## src/sv/bmp_pkg.sv

```systemverilog
package bmp_pkg;

  // input item as it arrives on the byte stream
  typedef struct packed {
    logic [7:0] file_byte;
    logic       first_byte;
  } in_item_t;

  // result item: pixel, header acceptance or error report
  typedef struct packed {
    logic [1:0]  kind;
    logic [7:0]  red;
    logic [7:0]  green;
    logic [7:0]  blue;
    logic [11:0] column;
    logic [11:0] row;
    logic        last_pixel;
    logic [2:0]  error_code;
    logic [12:0] image_width;
    logic [12:0] image_height;
  } out_item_t;

  // parser phases
  typedef enum logic [2:0] {
    PH_IDLE,
    PH_HEADER,
    PH_SKIP,
    PH_PIXELS,
    PH_DONE,
    PH_ERROR
  } phase_t;

  // result kinds
  typedef enum logic [1:0] {
    KIND_PIXEL  = 2'd0,
    KIND_HEADER = 2'd1,
    KIND_ERROR  = 2'd2
  } kind_t;

  // error codes
  typedef enum logic [2:0] {
    ERR_NONE     = 3'd0,
    ERR_SIG      = 3'd1,
    ERR_UNSUP    = 3'd2,
    ERR_UNKNOWN  = 3'd3,
    ERR_BPP      = 3'd4,
    ERR_COMPRESS = 3'd5,
    ERR_OFFSET   = 3'd6,
    ERR_SIZE     = 3'd7
  } err_t;

  // signature bytes
  localparam logic [7:0] CHR_B = 8'h42;
  localparam logic [7:0] CHR_M = 8'h4D;

  // header lengths
  localparam logic [31:0] HLEN_INFO = 32'd40;
  localparam logic [31:0] HLEN_CORE = 32'd12;
  localparam logic [31:0] HLEN_V3   = 32'd64;
  localparam logic [31:0] HLEN_V4   = 32'd108;
  localparam logic [31:0] HLEN_V5   = 32'd124;

  localparam logic [15:0] BPP_24 = 16'd24;

  // byte positions inside the header
  localparam logic [31:0] POS_SIG0      = 32'd0;
  localparam logic [31:0] POS_SIG1      = 32'd1;
  localparam logic [31:0] POS_OFFSET    = 32'd13;
  localparam logic [31:0] POS_HLEN      = 32'd17;
  localparam logic [31:0] POS_CORE_W    = 32'd19;
  localparam logic [31:0] POS_CORE_H    = 32'd21;
  localparam logic [31:0] POS_CORE_BPP  = 32'd25;
  localparam logic [31:0] POS_INFO_W    = 32'd21;
  localparam logic [31:0] POS_INFO_H    = 32'd25;
  localparam logic [31:0] POS_INFO_BPP  = 32'd29;
  localparam logic [31:0] POS_INFO_COMP = 32'd31;
  localparam logic [31:0] HEND_INFO     = 32'd32;
  localparam logic [31:0] HEND_CORE     = 32'd26;

  // dimension is zero, negative or above its limit
  function automatic logic dim_bad(input logic [31:0] v, input logic [31:0] lim);
    dim_bad = v[31] || (v == 32'd0) || (v > lim);
  endfunction

endpackage

```

## src/sv/bmp_parse.sv

```systemverilog
module bmp_parse #(
  parameter int MAX_WIDTH  = 4096,
  parameter int MAX_HEIGHT = 4096
) (
  input  logic                clk,
  input  logic                rst_n,
  input  logic                in_fire,
  input  bmp_pkg::in_item_t   in_item,
  output logic                res_vld,
  output bmp_pkg::out_item_t  res
);

  localparam int WW  = $clog2(MAX_WIDTH + 1);
  localparam int HW  = $clog2(MAX_HEIGHT + 1);
  localparam int RBW = WW + 2;

  bmp_pkg::phase_t phase_r, phase_nxt, ph_eff;

  logic [31:0]    pos_r, pos_nxt, pos_eff, pos_inc;
  logic [31:0]    wa_r, word;
  logic [31:0]    offset_r, offset_nxt;
  logic           is40_r, is40_nxt;
  logic [WW-1:0]  width_r, width_nxt;
  logic [HW-1:0]  height_r, height_nxt;
  logic           wbad_r, wbad_nxt, hbad_r, hbad_nxt;
  logic [RBW-1:0] rowbytes_r, rowbytes_nxt, stride_r, stride_nxt;
  logic [RBW-1:0] rb_r, rb_nxt, rb_inc, rowbytes_c, stride_c;
  logic [1:0]     ch_r, ch_nxt;
  logic [WW-1:0]  col_r, col_nxt;
  logic [HW-1:0]  row_r, row_nxt;
  logic [7:0]     blue_r, blue_nxt, green_r, green_nxt;

  logic [7:0]     b;
  logic [31:0]    dim_word, hend;
  logic           dim_is_bad;
  logic           hdr, skp, pix;
  logic           hdr_fin, hdr_acc, hdr_bad;
  bmp_pkg::err_t  hdr_err;
  logic           in_data, emit, last, row_end, skip_end;
  logic           w_cap, h_cap;

  // effective phase and position, first byte restarts the parser
  assign b        = in_item.file_byte;
  assign ph_eff   = in_item.first_byte ? bmp_pkg::PH_HEADER : phase_r;
  assign pos_eff  = in_item.first_byte ? 32'd0 : pos_r;
  assign pos_inc  = pos_eff + 32'd1;
  assign word     = {b, wa_r[31:8]};
  assign hdr      = in_fire && (ph_eff == bmp_pkg::PH_HEADER);
  assign skp      = in_fire && (ph_eff == bmp_pkg::PH_SKIP);
  assign pix      = in_fire && (ph_eff == bmp_pkg::PH_PIXELS);
  assign hend     = is40_r ? bmp_pkg::HEND_INFO : bmp_pkg::HEND_CORE;
  assign skip_end = pos_inc >= offset_r;

  // dimension capture, core header carries signed 16-bit fields
  assign dim_word   = is40_r ? word : {{16{word[31]}}, word[31:16]};
  assign w_cap      = (pos_eff > bmp_pkg::POS_HLEN) &&
                      (is40_r ? (pos_eff == bmp_pkg::POS_INFO_W)
                              : (pos_eff == bmp_pkg::POS_CORE_W));
  assign h_cap      = (pos_eff > bmp_pkg::POS_HLEN) &&
                      (is40_r ? (pos_eff == bmp_pkg::POS_INFO_H)
                              : (pos_eff == bmp_pkg::POS_CORE_H));
  assign dim_is_bad = 1'b0;

  // header checks in priority order
  always_comb begin
    hdr_err = bmp_pkg::ERR_NONE;
    hdr_fin = 1'b0;
    if (pos_eff == bmp_pkg::POS_SIG0) begin
      if (b != bmp_pkg::CHR_B) hdr_err = bmp_pkg::ERR_SIG;
    end else if (pos_eff == bmp_pkg::POS_SIG1) begin
      if (b != bmp_pkg::CHR_M) hdr_err = bmp_pkg::ERR_SIG;
    end else if (pos_eff == bmp_pkg::POS_HLEN) begin
      if (word == bmp_pkg::HLEN_V3 || word == bmp_pkg::HLEN_V4 ||
          word == bmp_pkg::HLEN_V5) begin
        hdr_err = bmp_pkg::ERR_UNSUP;
      end else if (word != bmp_pkg::HLEN_INFO && word != bmp_pkg::HLEN_CORE) begin
        hdr_err = bmp_pkg::ERR_UNKNOWN;
      end
    end else if (is40_r) begin
      if (pos_eff == bmp_pkg::POS_INFO_BPP) begin
        if (word[31:16] != bmp_pkg::BPP_24) hdr_err = bmp_pkg::ERR_BPP;
      end else if (pos_eff == bmp_pkg::POS_INFO_COMP) begin
        if (word[31:16] != 16'd0) hdr_err = bmp_pkg::ERR_COMPRESS;
        else hdr_fin = 1'b1;
      end
    end else begin
      if (pos_eff == bmp_pkg::POS_CORE_BPP) begin
        if (word[31:16] != bmp_pkg::BPP_24) hdr_err = bmp_pkg::ERR_BPP;
        else hdr_fin = 1'b1;
      end
    end
    // end of header: size first, then offset
    if (hdr_fin) begin
      if (wbad_r || hbad_r) begin
        hdr_err = bmp_pkg::ERR_SIZE;
      end else if (offset_r[31] || (offset_r < hend)) begin
        hdr_err = bmp_pkg::ERR_OFFSET;
      end
    end
  end

  assign hdr_bad = hdr && (hdr_err != bmp_pkg::ERR_NONE);
  assign hdr_acc = hdr && hdr_fin && (hdr_err == bmp_pkg::ERR_NONE);

  // row geometry, stride is row bytes rounded up to four
  assign rowbytes_c = RBW'({width_r, 1'b0}) + RBW'(width_r);
  assign stride_c   = (rowbytes_c + RBW'(3)) & ~RBW'(3);

  // pixel byte decode
  assign in_data = rb_r < rowbytes_r;
  assign rb_inc  = rb_r + RBW'(1);
  assign row_end = rb_inc == stride_r;
  assign emit    = pix && in_data && (ch_r == 2'd2);
  assign last    = emit && (({1'b0, col_r} + 1'b1) == {1'b0, width_r}) &&
                   (({1'b0, row_r} + 1'b1) == {1'b0, height_r});

  // next phase
  always_comb begin
    phase_nxt = phase_r;
    if (in_fire) begin
      unique case (ph_eff)
        bmp_pkg::PH_HEADER: begin
          if (hdr_bad) phase_nxt = bmp_pkg::PH_ERROR;
          else if (hdr_acc) begin
            phase_nxt = (offset_r == hend) ? bmp_pkg::PH_PIXELS : bmp_pkg::PH_SKIP;
          end else phase_nxt = bmp_pkg::PH_HEADER;
        end
        bmp_pkg::PH_SKIP:   phase_nxt = skip_end ? bmp_pkg::PH_PIXELS : bmp_pkg::PH_SKIP;
        bmp_pkg::PH_PIXELS: phase_nxt = last ? bmp_pkg::PH_DONE : bmp_pkg::PH_PIXELS;
        default:            phase_nxt = phase_r;
      endcase
    end
  end

  // datapath next values
  always_comb begin
    pos_nxt      = pos_r;
    offset_nxt   = offset_r;
    is40_nxt     = is40_r;
    width_nxt    = width_r;
    height_nxt   = height_r;
    wbad_nxt     = wbad_r;
    hbad_nxt     = hbad_r;
    rowbytes_nxt = rowbytes_r;
    stride_nxt   = stride_r;
    rb_nxt       = rb_r;
    ch_nxt       = ch_r;
    col_nxt      = col_r;
    row_nxt      = row_r;
    blue_nxt     = blue_r;
    green_nxt    = green_r;
    if (hdr) begin
      pos_nxt = hdr_acc ? hend : pos_inc;
      if (pos_eff == bmp_pkg::POS_OFFSET) offset_nxt = word;
      if (pos_eff == bmp_pkg::POS_HLEN) is40_nxt = (word == bmp_pkg::HLEN_INFO);
      if (w_cap) begin
        width_nxt = WW'(dim_word);
        wbad_nxt  = bmp_pkg::dim_bad(dim_word, 32'(MAX_WIDTH));
      end
      if (h_cap) begin
        height_nxt = HW'(dim_word);
        hbad_nxt   = bmp_pkg::dim_bad(dim_word, 32'(MAX_HEIGHT));
      end
      if (hdr_acc) begin
        rowbytes_nxt = rowbytes_c;
        stride_nxt   = stride_c;
        rb_nxt       = '0;
        ch_nxt       = 2'd0;
        col_nxt      = '0;
        row_nxt      = '0;
      end
    end
    if (skp) pos_nxt = pos_inc;
    if (pix) begin
      if (in_data) begin
        case (ch_r)
          2'd0:    blue_nxt  = b;
          2'd1:    green_nxt = b;
          default: col_nxt   = col_r + WW'(1);
        endcase
        ch_nxt = (ch_r == 2'd2) ? 2'd0 : ch_r + 2'd1;
      end
      rb_nxt = rb_inc;
      if (row_end) begin
        rb_nxt  = '0;
        ch_nxt  = 2'd0;
        col_nxt = '0;
        row_nxt = row_r + HW'(1);
      end
    end
  end

  // result item
  always_comb begin
    res     = '0;
    res_vld = hdr_bad || hdr_acc || emit;
    if (hdr_bad) begin
      res.kind       = bmp_pkg::KIND_ERROR;
      res.error_code = hdr_err;
    end else if (hdr_acc) begin
      res.kind         = bmp_pkg::KIND_HEADER;
      res.image_width  = 13'(width_r);
      res.image_height = 13'(height_r);
    end else if (emit) begin
      res.kind         = bmp_pkg::KIND_PIXEL;
      res.red          = b;
      res.green        = green_r;
      res.blue         = blue_r;
      res.column       = 12'(col_r);
      res.row          = 12'(row_r);
      res.last_pixel   = last;
      res.image_width  = 13'(width_r);
      res.image_height = 13'(height_r);
    end
  end

  // state registers
  always_ff @(posedge clk) begin
    if (!rst_n) begin
      phase_r <= bmp_pkg::PH_IDLE;
    end else begin
      phase_r <= phase_nxt;
    end
  end

  always_ff @(posedge clk) begin
    if (in_fire) wa_r <= word;
    pos_r      <= pos_nxt;
    offset_r   <= offset_nxt;
    is40_r     <= is40_nxt;
    width_r    <= width_nxt;
    height_r   <= height_nxt;
    wbad_r     <= wbad_nxt || dim_is_bad;
    hbad_r     <= hbad_nxt;
    rowbytes_r <= rowbytes_nxt;
    stride_r   <= stride_nxt;
    rb_r       <= rb_nxt;
    ch_r       <= ch_nxt;
    col_r      <= col_nxt;
    row_r      <= row_nxt;
    blue_r     <= blue_nxt;
    green_r    <= green_nxt;
  end

`ifndef ASSERT_OFF
  // the final pixel closes the image
  a_last_done: assert property (@(posedge clk) disable iff (!rst_n)
    res_vld && res.last_pixel |=> phase_r == bmp_pkg::PH_DONE)
    else $error("phase not done after last pixel");

  // an error report parks the parser
  a_err_park: assert property (@(posedge clk) disable iff (!rst_n)
    res_vld && (res.kind == bmp_pkg::KIND_ERROR) |=> phase_r == bmp_pkg::PH_ERROR)
    else $error("phase not error after error item");

  // pixels only come out while walking pixel data
  a_pix_phase: assert property (@(posedge clk) disable iff (!rst_n)
    res_vld && (res.kind == bmp_pkg::KIND_PIXEL) |-> ph_eff == bmp_pkg::PH_PIXELS)
    else $error("pixel item outside pixel phase");
`endif

endmodule

```

## src/sv/bmp_out_buf.sv

```systemverilog
module bmp_out_buf (
  input  logic               clk,
  input  logic               rst_n,
  input  logic               push_vld,
  input  bmp_pkg::out_item_t push_item,
  output logic               skid_full,
  output logic               out_valid,
  input  logic               out_stall,
  output bmp_pkg::out_item_t out_item
);

  logic               out_vld_r, out_vld_nxt;
  logic               skid_vld_r, skid_vld_nxt;
  bmp_pkg::out_item_t out_r, out_nxt;
  bmp_pkg::out_item_t skid_r, skid_nxt;
  logic               out_free;

  // output slot frees when empty or taken this cycle
  assign out_free = !out_vld_r || !out_stall;

  // two-entry buffer: output register plus skid register
  always_comb begin
    out_vld_nxt  = out_vld_r;
    skid_vld_nxt = skid_vld_r;
    out_nxt      = out_r;
    skid_nxt     = skid_r;
    if (out_free) begin
      if (skid_vld_r) begin
        out_vld_nxt  = 1'b1;
        out_nxt      = skid_r;
        skid_vld_nxt = 1'b0;
      end else begin
        out_vld_nxt = push_vld;
        out_nxt     = push_item;
      end
    end else if (push_vld) begin
      skid_vld_nxt = 1'b1;
      skid_nxt     = push_item;
    end
  end

  always_ff @(posedge clk) begin
    if (!rst_n) begin
      out_vld_r  <= 1'b0;
      skid_vld_r <= 1'b0;
    end else begin
      out_vld_r  <= out_vld_nxt;
      skid_vld_r <= skid_vld_nxt;
    end
  end

  always_ff @(posedge clk) begin
    out_r  <= out_nxt;
    skid_r <= skid_nxt;
  end

  assign skid_full = skid_vld_r;
  assign out_valid = out_vld_r;
  assign out_item  = out_r;

`ifndef ASSERT_OFF
  // skid holds an item only behind a full output register
  a_skid_order: assert property (@(posedge clk) disable iff (!rst_n)
    skid_vld_r |-> out_vld_r)
    else $error("skid full with empty output");

  // no new item while the skid is occupied
  a_no_overrun: assert property (@(posedge clk) disable iff (!rst_n)
    push_vld |-> !skid_vld_r)
    else $error("item pushed into full buffer");

  // a stalled output with a waiting item keeps both
  a_hold_two: assert property (@(posedge clk) disable iff (!rst_n)
    out_vld_r && out_stall && skid_vld_r |=> out_vld_r && skid_vld_r)
    else $error("buffered item dropped under stall");
`endif

endmodule

```

## src/sv/bmp_rgb24_stream_decoder.sv

```systemverilog
// a result is registered in the output register, or in the skid register under stall
// one file byte per cycle while the skid register is free
// a two-entry output buffer lets bytes keep flowing while one result waits
// reset (rst_n low, synchronous) parks the parser waiting for a first byte
// and empties the output buffer
module bmp_rgb24_stream_decoder #(
  parameter int MAX_WIDTH  = 4096,
  parameter int MAX_HEIGHT = 4096
) (
  input  logic               clk,
  input  logic               rst_n,
  input  logic               in_valid,
  output logic               in_stall,
  input  bmp_pkg::in_item_t  in_item,
  output logic               out_valid,
  input  logic               out_stall,
  output bmp_pkg::out_item_t out_item
);

  logic               in_fire;
  logic               res_vld;
  logic               skid_full;
  bmp_pkg::out_item_t res;

  // take a byte whenever the skid register is free
  assign in_stall = skid_full;
  assign in_fire  = in_valid && !in_stall;

  bmp_parse #(
    .MAX_WIDTH  (MAX_WIDTH),
    .MAX_HEIGHT (MAX_HEIGHT)
  ) u_parse (
    .clk     (clk),
    .rst_n   (rst_n),
    .in_fire (in_fire),
    .in_item (in_item),
    .res_vld (res_vld),
    .res     (res)
  );

  bmp_out_buf u_out_buf (
    .clk       (clk),
    .rst_n     (rst_n),
    .push_vld  (res_vld),
    .push_item (res),
    .skid_full (skid_full),
    .out_valid (out_valid),
    .out_stall (out_stall),
    .out_item  (out_item)
  );

endmodule

```

## config.mk

```make
export PLATFORM = sky130hd
export DESIGN_NAME = bmp_rgb24_stream_decoder
export DESIGN_NICKNAME = d
export VERILOG_FILES = /design/src/sv/bmp_pkg.sv /design/src/sv/bmp_parse.sv /design/src/sv/bmp_out_buf.sv /design/src/sv/bmp_rgb24_stream_decoder.sv
export SDC_FILE = /design/constraint.sdc
export NUM_CORES = 1
export LEC_CHECK = 0
export ABC_CLOCK_PERIOD_IN_PS = 8700
export BUFFER_PORTS_ARGS = -buffer_cell sky130_fd_sc_hd__buf_2
export CORE_ASPECT_RATIO = 2
export CORE_MARGIN = 5
export CORE_UTILIZATION = 44
export DETAILED_ROUTE_END_ITERATION = 7
export GPL_ROUTABILITY_DRIVEN = 1
export GPL_TIMING_DRIVEN = 0
export PLACE_DENSITY = 0.61
export SKIP_LAST_GASP = 1
export SLEW_MARGIN = 25
export SYNTH_ARGS = -nofsm -noshare
export SYNTH_HDL_FRONTEND = slang
export SYNTH_HIERARCHICAL = 1
export SYNTH_SLANG_ARGS = --single-unit
```

## constraint.sdc

```tcl
create_clock -name clk -period 8.7 [get_ports clk]
set_input_delay 2.61 -clock clk [delete_from_list [all_inputs] [get_ports clk]]
set_output_delay 2.61 -clock clk [all_outputs]
set_load 0.05 [all_outputs]
```

Word level (Yosys, flattened, before mapping) --
Cells that the tools add are included.
Word-level totals: bits in registers 377, bits of input ports 13, output and inout port bits 82, logic and storage cells 200
Operators by class: $add $sub $neg 9, magnitude comparators 5, equality and inequality tests 26, multiplexer cells 71, bitwise logic cells 2, reduce and logical (&&, ||, !) cells 48
Operators with widths (number):
- 32-bit by 5-bit == test with 1-bit output, second input constant | 6
- 49-bit 2-to-1 mux | 3
- 13-bit 2-to-1 mux | 10
- 32-bit 2-to-1 mux | 4
- 32-bit by 7-bit == test with 1-bit output, second input constant | 3
- 80-bit 2-to-1 mux | 1
- 26-bit 2-to-1 mux | 3
- 32-bit zero test | 2
- 15-bit 2-to-1 mux | 4
- 3-bit 2-to-1 mux | 18
- 32-bit by 1-bit adder with 32-bit output, second input constant | 1
- 32-bit by 1-bit == test with 1-bit output, second input constant | 1
- 32-bit == test | 1
- 32-bit by 4-bit == test with 1-bit output, second input constant | 1
- 32-bit by 6-bit == test with 1-bit output, second input constant | 1
- 32-bit >= comparator | 1
- 32-bit by 13-bit > comparator with 1-bit output, second input constant | 1
- 32-bit by 5-bit > comparator with 1-bit output, second input constant | 1
- 32-bit < comparator | 1
- 32-bit by 4-bit inequality test with 1-bit output, second input constant | 1
- 32-bit by 6-bit inequality test with 1-bit output, second input constant | 1
- 31-bit 2-to-1 mux | 1
- 13-bit by 1-bit adder with 14-bit output, second input constant | 2
- 14-bit by 13-bit == test with 1-bit output | 2
- 29 further kinds | 91

Depth between registers and ports, before layout --
depth in word-level cells 19, depth in mapped cells 19, gate-level depth less buffers 16

Cells and area by module --
Netlist, hierarchy kept.
Modules (own cells, without submodules):
- bmp_parse | instances 1, cells an instance 1217, area an instance 12625.9 um2, sequential area each 5905.7 um2
- bmp_out_buf | instances 1, cells an instance 256, area an instance 6249.7 um2, sequential area each 4844.6 um2
- bmp_rgb24_stream_decoder | instances 1, cells an instance 1, area an instance 13.8 um2, sequential area each 0.0 um2

Worst setup path after synthesis --
No wires, ideal clock.
kind in2reg, from input port in_item[0] (netlist name), to register u_parse.rowbytes_r[0] (enable), setup time 0.484 ns, arrival 6.791 ns, data required time 8.216 ns, slack 1.426 ns, stages 8, buffers on the path 2, cells stage by stage clkbuf_1 -> buf_1 -> nor2b_1 -> ha_1 -> nor2_1 -> and4bb_1 -> o211ai_1 -> nor4_1
On the way: longest elaborated chain between the ends 14, elaborated cells between the ends (all ways) 31, those cells by class 6 x eq/ne; 19 x mux; 6 x reduce/logical
RTL lines:
- start, declared | RTL line bmp_rgb24_stream_decoder.sv:14 | input bmp_pkg::in_item_t in_item,
- 32-bit 2-to-1 mux | RTL line bmp_parse.sv:45 | assign pos_eff = in_item.first_byte ? 32'd0 : pos_r;
- 32-bit by 5-bit == test with 1-bit output | RTL line bmp_parse.sv:82 | end else if (pos_eff == bmp_pkg::POS_INFO_COMP) begin
- 3-bit 2-to-1 mux | RTL line bmp_parse.sv:82
- 3-bit 2-to-1 mux | RTL line bmp_parse.sv:80 | if (pos_eff == bmp_pkg::POS_INFO_BPP) begin
- 3-bit 2-to-1 mux | RTL line bmp_parse.sv:79 | end else if (is40_r) begin
- 3-bit 2-to-1 mux | RTL line bmp_parse.sv:72 | end else if (pos_eff == bmp_pkg::POS_HLEN) begin
- 3-bit 2-to-1 mux | RTL line bmp_parse.sv:70 | end else if (pos_eff == bmp_pkg::POS_SIG1) begin
- 3-bit 2-to-1 mux | RTL line bmp_parse.sv:68 | if (pos_eff == bmp_pkg::POS_SIG0) begin
- 3-bit 2-to-1 mux | RTL line bmp_parse.sv:96 | end else if (offset_r[31] || (offset_r < hend)) begin
- 3-bit 2-to-1 mux | RTL line bmp_parse.sv:94 | if (wbad_r || hbad_r) begin
- 3-bit 2-to-1 mux | RTL line bmp_parse.sv:93 | if (hdr_fin) begin
- 3-bit zero test | RTL line bmp_parse.sv:103 | assign hdr_acc = hdr && hdr_fin && (hdr_err == bmp_pkg::ERR_NONE);
- 1-bit logical AND | RTL line bmp_parse.sv:103
- 2-bit AND reduction (no line) *
- end signal, assigned | RTL line bmp_parse.sv:235 | rowbytes_r <= rowbytes_nxt;
- end, declared | RTL line bmp_parse.sv:26 | logic [RBW-1:0] rowbytes_r, rowbytes_nxt, stride_r, stride_nxt;
Every way passes the cells marked *; elsewhere a longest branch is shown, timed or not. A chain may end at the register's enable or synchronous reset.

Worst setup path after layout --
from input port in_item[0] (netlist name), to register u_out_buf/skid_r[50] (netlist name) (enable)
On the way: longest elaborated chain between the ends 16, elaborated cells between the ends (all ways) 39, those cells by class 7 x eq/ne; 19 x mux; 13 x reduce/logical
RTL lines:
- 32-bit 2-to-1 mux | RTL line bmp_parse.sv:45
- 32-bit by 5-bit == test with 1-bit output | RTL line bmp_parse.sv:82
- 3-bit 2-to-1 mux | RTL line bmp_parse.sv:82
- 3-bit 2-to-1 mux | RTL line bmp_parse.sv:80
- 3-bit 2-to-1 mux | RTL line bmp_parse.sv:79
- 3-bit 2-to-1 mux | RTL line bmp_parse.sv:72
- 3-bit 2-to-1 mux | RTL line bmp_parse.sv:70
- 3-bit 2-to-1 mux | RTL line bmp_parse.sv:68
- 3-bit 2-to-1 mux | RTL line bmp_parse.sv:96
- 3-bit 2-to-1 mux | RTL line bmp_parse.sv:94
- 3-bit 2-to-1 mux | RTL line bmp_parse.sv:93
- 3-bit nonzero test or 3-bit zero test (tied branches) | RTL line bmp_parse.sv:102, bmp_parse.sv:103
- 1-bit logical AND (on tied branches) | RTL line bmp_parse.sv:102, bmp_parse.sv:103
- 1-bit logical OR | RTL line bmp_parse.sv:196 | res_vld = hdr_bad || hdr_acc || emit;
- 1-bit logical OR * | RTL line bmp_parse.sv:196
- net res_vld | RTL line bmp_rgb24_stream_decoder.sv:21 | logic res_vld;
- 2-bit AND reduction (no line) *
- end signal, assigned | RTL line bmp_out_buf.sv:54 | skid_r <= skid_nxt;
- end, declared | RTL line bmp_out_buf.sv:15 | bmp_pkg::out_item_t skid_r, skid_nxt;
Mark *: on every way through the listed nets, which the timed path passes. The rest lies on a longest branch.

==> run_results.csv <==
group,metric,value,unit
grt,grt_pass1_wl,73100,µm
placement,dp_cells,2122,
worst_setup_path,cpMostUsedCell,"clkbuf_1",
timing,report.final.setup_viol,0,
grt,grt_max_degree,43,
timing,fin_crit_sh,0.8179,
yosys,ys_seq_elements,369,
yosys,syn_nets,1556,
worst_setup_path,max_stage_delay,0.63,ns
timing,period_needed,7.116,ns
placement,routabilityCongestion,0.9774,
die,io_pins,95,
hold_path,hold_class,"reg -> reg",
route,vias,12110,
power_and_ir_drop,ir_drop,0.1602,mV
timing,tns,0,ns
yosys,syn_avg_cell_area,12.82,µm²
grt,grt-ovfl-total,0,
worst_setup_path,crit_path_top_delay_cell,"nor4_1",
layout,fin_nets,1696,
timing,tightest_slew,1.040,ns
timing,grt_setup_unrepaired,"false",
yosys,synth.cell_area,0.01889,mm²
worst_setup_path,crit_chain,"buf_2 > clkbuf_1 > clkinv_1 > nand2_1 > ha_1 > nand3_1 > nor3_1 > o211ai_1 > nor4_1 > or2_1 > clkbuf_1 > or2_2 > and3_4 > buf_12",
yosys,synthArstFlopShare,0,
layout,drive_above_1_share,0.1933,
worst_setup_path,endpoint_kind,"register",
placement,pre_cts_ws,0.9802,ns
cts,cts_resized,0,
yosys,syn_inst,1474,
die,start_util,0.4437,
route,drtIter0Drc,765,
outcome,status,"completed",
grt,grt_usage,0.2029,
cts,cts_buffers,35,
cts,insertion_delay,0.54,ns
power_and_ir_drop,power.density,173.0,mW/mm²
die,dieWidth,156.5,µm
power_and_ir_drop,internal_power,2917,µW
route,wirelength,48330,µm
timing,fin_ws,1.584,ns
cts,cts.sinks,369,
layout,area_growth,13.42,%
route,drtPass1Iterations,5,
grt,antenna_found_initial,1,
yosys,synth_cell_type_count,85,
yosys,synth_edf_count,336,
flow_run,cap_violations,0,
power_and_ir_drop,total_leakage_power,0.008358,µW
power_and_ir_drop,p_sw,789.1,µW
die,dieArea,0.04743,mm²
power_and_ir_drop,clock_power_share,0.429,
die,rows,107,
layout,design_area,0.02142,mm²
placement,port_buffers,94,
route,vias_per_cell,5.541,
timing,finalHoldViolCount,0,
route,post_drt_wl_per_cell,22.11,µm
power_and_ir_drop,power_frac_seq,0.532,
worst_setup_path,arrival,7.32,ns
route,ant_nets,0,
placement,placed_area,0.02022,mm²
cts,post_cts_buffers,0,
die,core-area,0.04257,mm²
timing,timing.slew.headroom,0.2990,
layout,fillers,3782,
power_and_ir_drop,p_comb_frac,0.039,
cts,root_buffer,"clkbuf_16",
worst_setup_path,startpoint_type,"input port",
route,route.detailed.drc,0,
timing,final_max_slew_viol_count,0,
timing,hold-worst-slack,0.4797,ns
cts,ctsHoldBuffers,0,
worst_setup_path,required,8.91,ns
yosys,yosysSeqAreaShare,0.5691,
cts,ctsLongestPathBuffers,3,
layout,fin_cells,2186,
timing,fin_worst_skew,0.02187,ns
yosys,ys_warn_count,6,
yosys,yosys_most_used_dff,"edfxtp_1",
cts,clkSlewWorstSetupHoldPaths,0.07,ns
timing,max_freq,140.5,MHz
grt,grt_pass1_vias,12580,
cts,cts_tree,"done",
placement,place_hpwl,37600,µm
worst_setup_path,worstSetupPathType,"in -> reg",
worst_setup_path,critical_path.max_fanout,41,
cts,htree_levels,2,
power_and_ir_drop,sw_frac_of_total,0.2129,
die,die_y,303.0,µm
-- layer usage --
metal | track usage | wire length, µm | up-vias
met2 | 0.4073 | 27670 | 327
met5 | 0 | 0 | -
li1 | - | - | 5710
met1 | 0.1907 | 15780 | 5935
met3 | 0.02227 | 1717 | 140
met4 | 0.1185 | 3163 | 0
-- through the flow --
stage                     utilization  total power [µW]
final                          0.5032              3706
after global routing           0.5032              3829
after CTS                      0.5032              3748
after detailed placement       0.4749              2155
after global placement         0.4708              2151
after floorplan                     -              2097
-- cells in the final DEF (no fill, tap or decap), types with 6 or more instances in the layout --
master,n
xor2_1,39
nor4_1,32
nor3b_1,6
o21ai_0,29
or3_1,10
inv_1,77
clkbuf_16,36
buf_12,10
dfxtp_1,33
edfxtp_1,336
ha_1,68
and3_1,24
a21o_1,24
nor2_1,120
a31oi_1,7
and2_1,87
mux2_4,79
nor2b_1,11
buf_2,104
clkbuf_1,36
nand3_1,41
nand2b_1,14
and4_1,8
nand2_1,64
nand3b_1,6
o211ai_1,6
o2111ai_1,8
a21oi_1,24
nor3_1,29
clkbuf_8,9
a211oi_1,11
a221o_1,7
mux2_2,17
nor3_2,6
nand4_1,21
xnor2_1,80
-- worst max-delay path, delay by kind of cell --
family,cells,cell delay (ns)
AND/OR/NAND/NOR,7,2.20
buffers and inverters,5,1.94
adder cells (fa/ha/maj),1,0.29
AO/OA/AOI/OAI,1,0.22
-- final cells by class --
| class | count | area (µm²) | area share |
|---|---|---|---|
| flip-flops and latches | 369 | 10750 | 0.5018 |
| multi-input cells | 969 | 7513 | 0.3507 |
| clock buffers | 50 | 1044 | 0.04871 |
| well taps | 545 | 681.9 | 0.03183 |
| repair buffers | 103 | 593.1 | 0.02768 |
| plain buffers | 58 | 387.9 | 0.01810 |
| inverters | 78 | 292.8 | 0.01367 |
| clock inverters | 13 | 158.9 | 0.007417 |
| diodes | 1 | 2.502 | 0.0001168 |
-- state kept, by name (all words and copies together) (netlist names), 8 cells and up --
signal	flops
u_parse/stride_r	13
u_parse/offset_r	32
u_parse/width_r	13
u_parse/wa_r	24
u_parse/col_r	13
u_parse/height_r	13
u_parse/pos_r	32
u_out_buf/out_item	80
u_parse/rb_r	15
u_parse/blue_r	8
u_parse/rowbytes_r	15
u_parse/row_r	13
u_out_buf/skid_r	80
u_parse/green_r	8
-- cells by family (layout without fill, tap and decap cells) --
family                   count (synthesis)  after routing  synth area share
XOR/XNOR                               122            122           0.05889
buffers and inverters                  136            302           0.03603
multiplexers                            99             99           0.07458
AND/OR/NAND/NOR                        517            517            0.1544
other                                    0              1                 0
adder cells (fa/ha/maj)                 70             70           0.04663
AO/OA/AOI/OAI                          161            161           0.06034
flip-flops                             369            369            0.5691
-- cells in the mapped netlist (5+ instances only) --
master | count | area (µm²)
and3_1 | 25 | 156.4
clkbuf_1 | 31 | 116.4
o21a_1 | 5 | 37.54
nand3b_1 | 6 | 45.04
a21o_1 | 24 | 180.2
nor3_1 | 32 | 160.2
nand3_1 | 41 | 205.2
buf_2 | 6 | 30.03
xnor2_1 | 80 | 700.7
o211ai_1 | 6 | 45.04
and2_1 | 87 | 544.3
nor4_1 | 33 | 206.5
nor2_1 | 122 | 457.9
nand4_1 | 21 | 131.4
nor4_4 | 5 | 106.4
o31ai_1 | 5 | 37.54
xor2_1 | 39 | 341.6
nand2_1 | 65 | 244.0
a211oi_1 | 11 | 82.58
a221o_1 | 7 | 70.07
dfxtp_1 | 33 | 660.6
inv_1 | 77 | 289.0
or3_1 | 10 | 62.56
nor3b_1 | 6 | 45.04
buf_1 | 5 | 18.77
a21oi_1 | 24 | 120.1
nand2b_1 | 14 | 87.58
ha_1 | 68 | 850.8
buf_12 | 8 | 160.2
o2111ai_1 | 8 | 70.07
mux2_4 | 79 | 1186
nor2b_1 | 11 | 68.82
a31oi_1 | 7 | 43.79
edfxtp_1 | 336 | 10090
mux2_2 | 17 | 191.4
and4_1 | 8 | 70.07
o21ai_0 | 30 | 150.1
-- final timing paths --
kind / startpoint / endpoint / cells after the start / slack (ns)
setup / recovery: in_item[0] / u_out_buf/skid_r[50] / 14 / 1.58
hold / removal: u_parse/wa_r[8] / u_parse/offset_r[0] / 0 / 0.48
setup reg to reg: u_parse/offset_r[6] / u_out_buf/skid_r[50] / 9 / 3.85
hold reg to reg: u_parse/wa_r[8] / u_parse/offset_r[0] / 0 / 0.48
-- power groups by stage --
stage          combinational, µW  clock (µW)  sequential (µW)
2_1_floorplan               62.0           0             2030
3_3_place_gp                 139           0             2010
3_5_place_dp                 145           0             2010
4_1_cts                      146        1630             1970
5_1_grt                      154        1700             1970
6_report                     144        1590             1970
(Power assumes the default switching activity.)
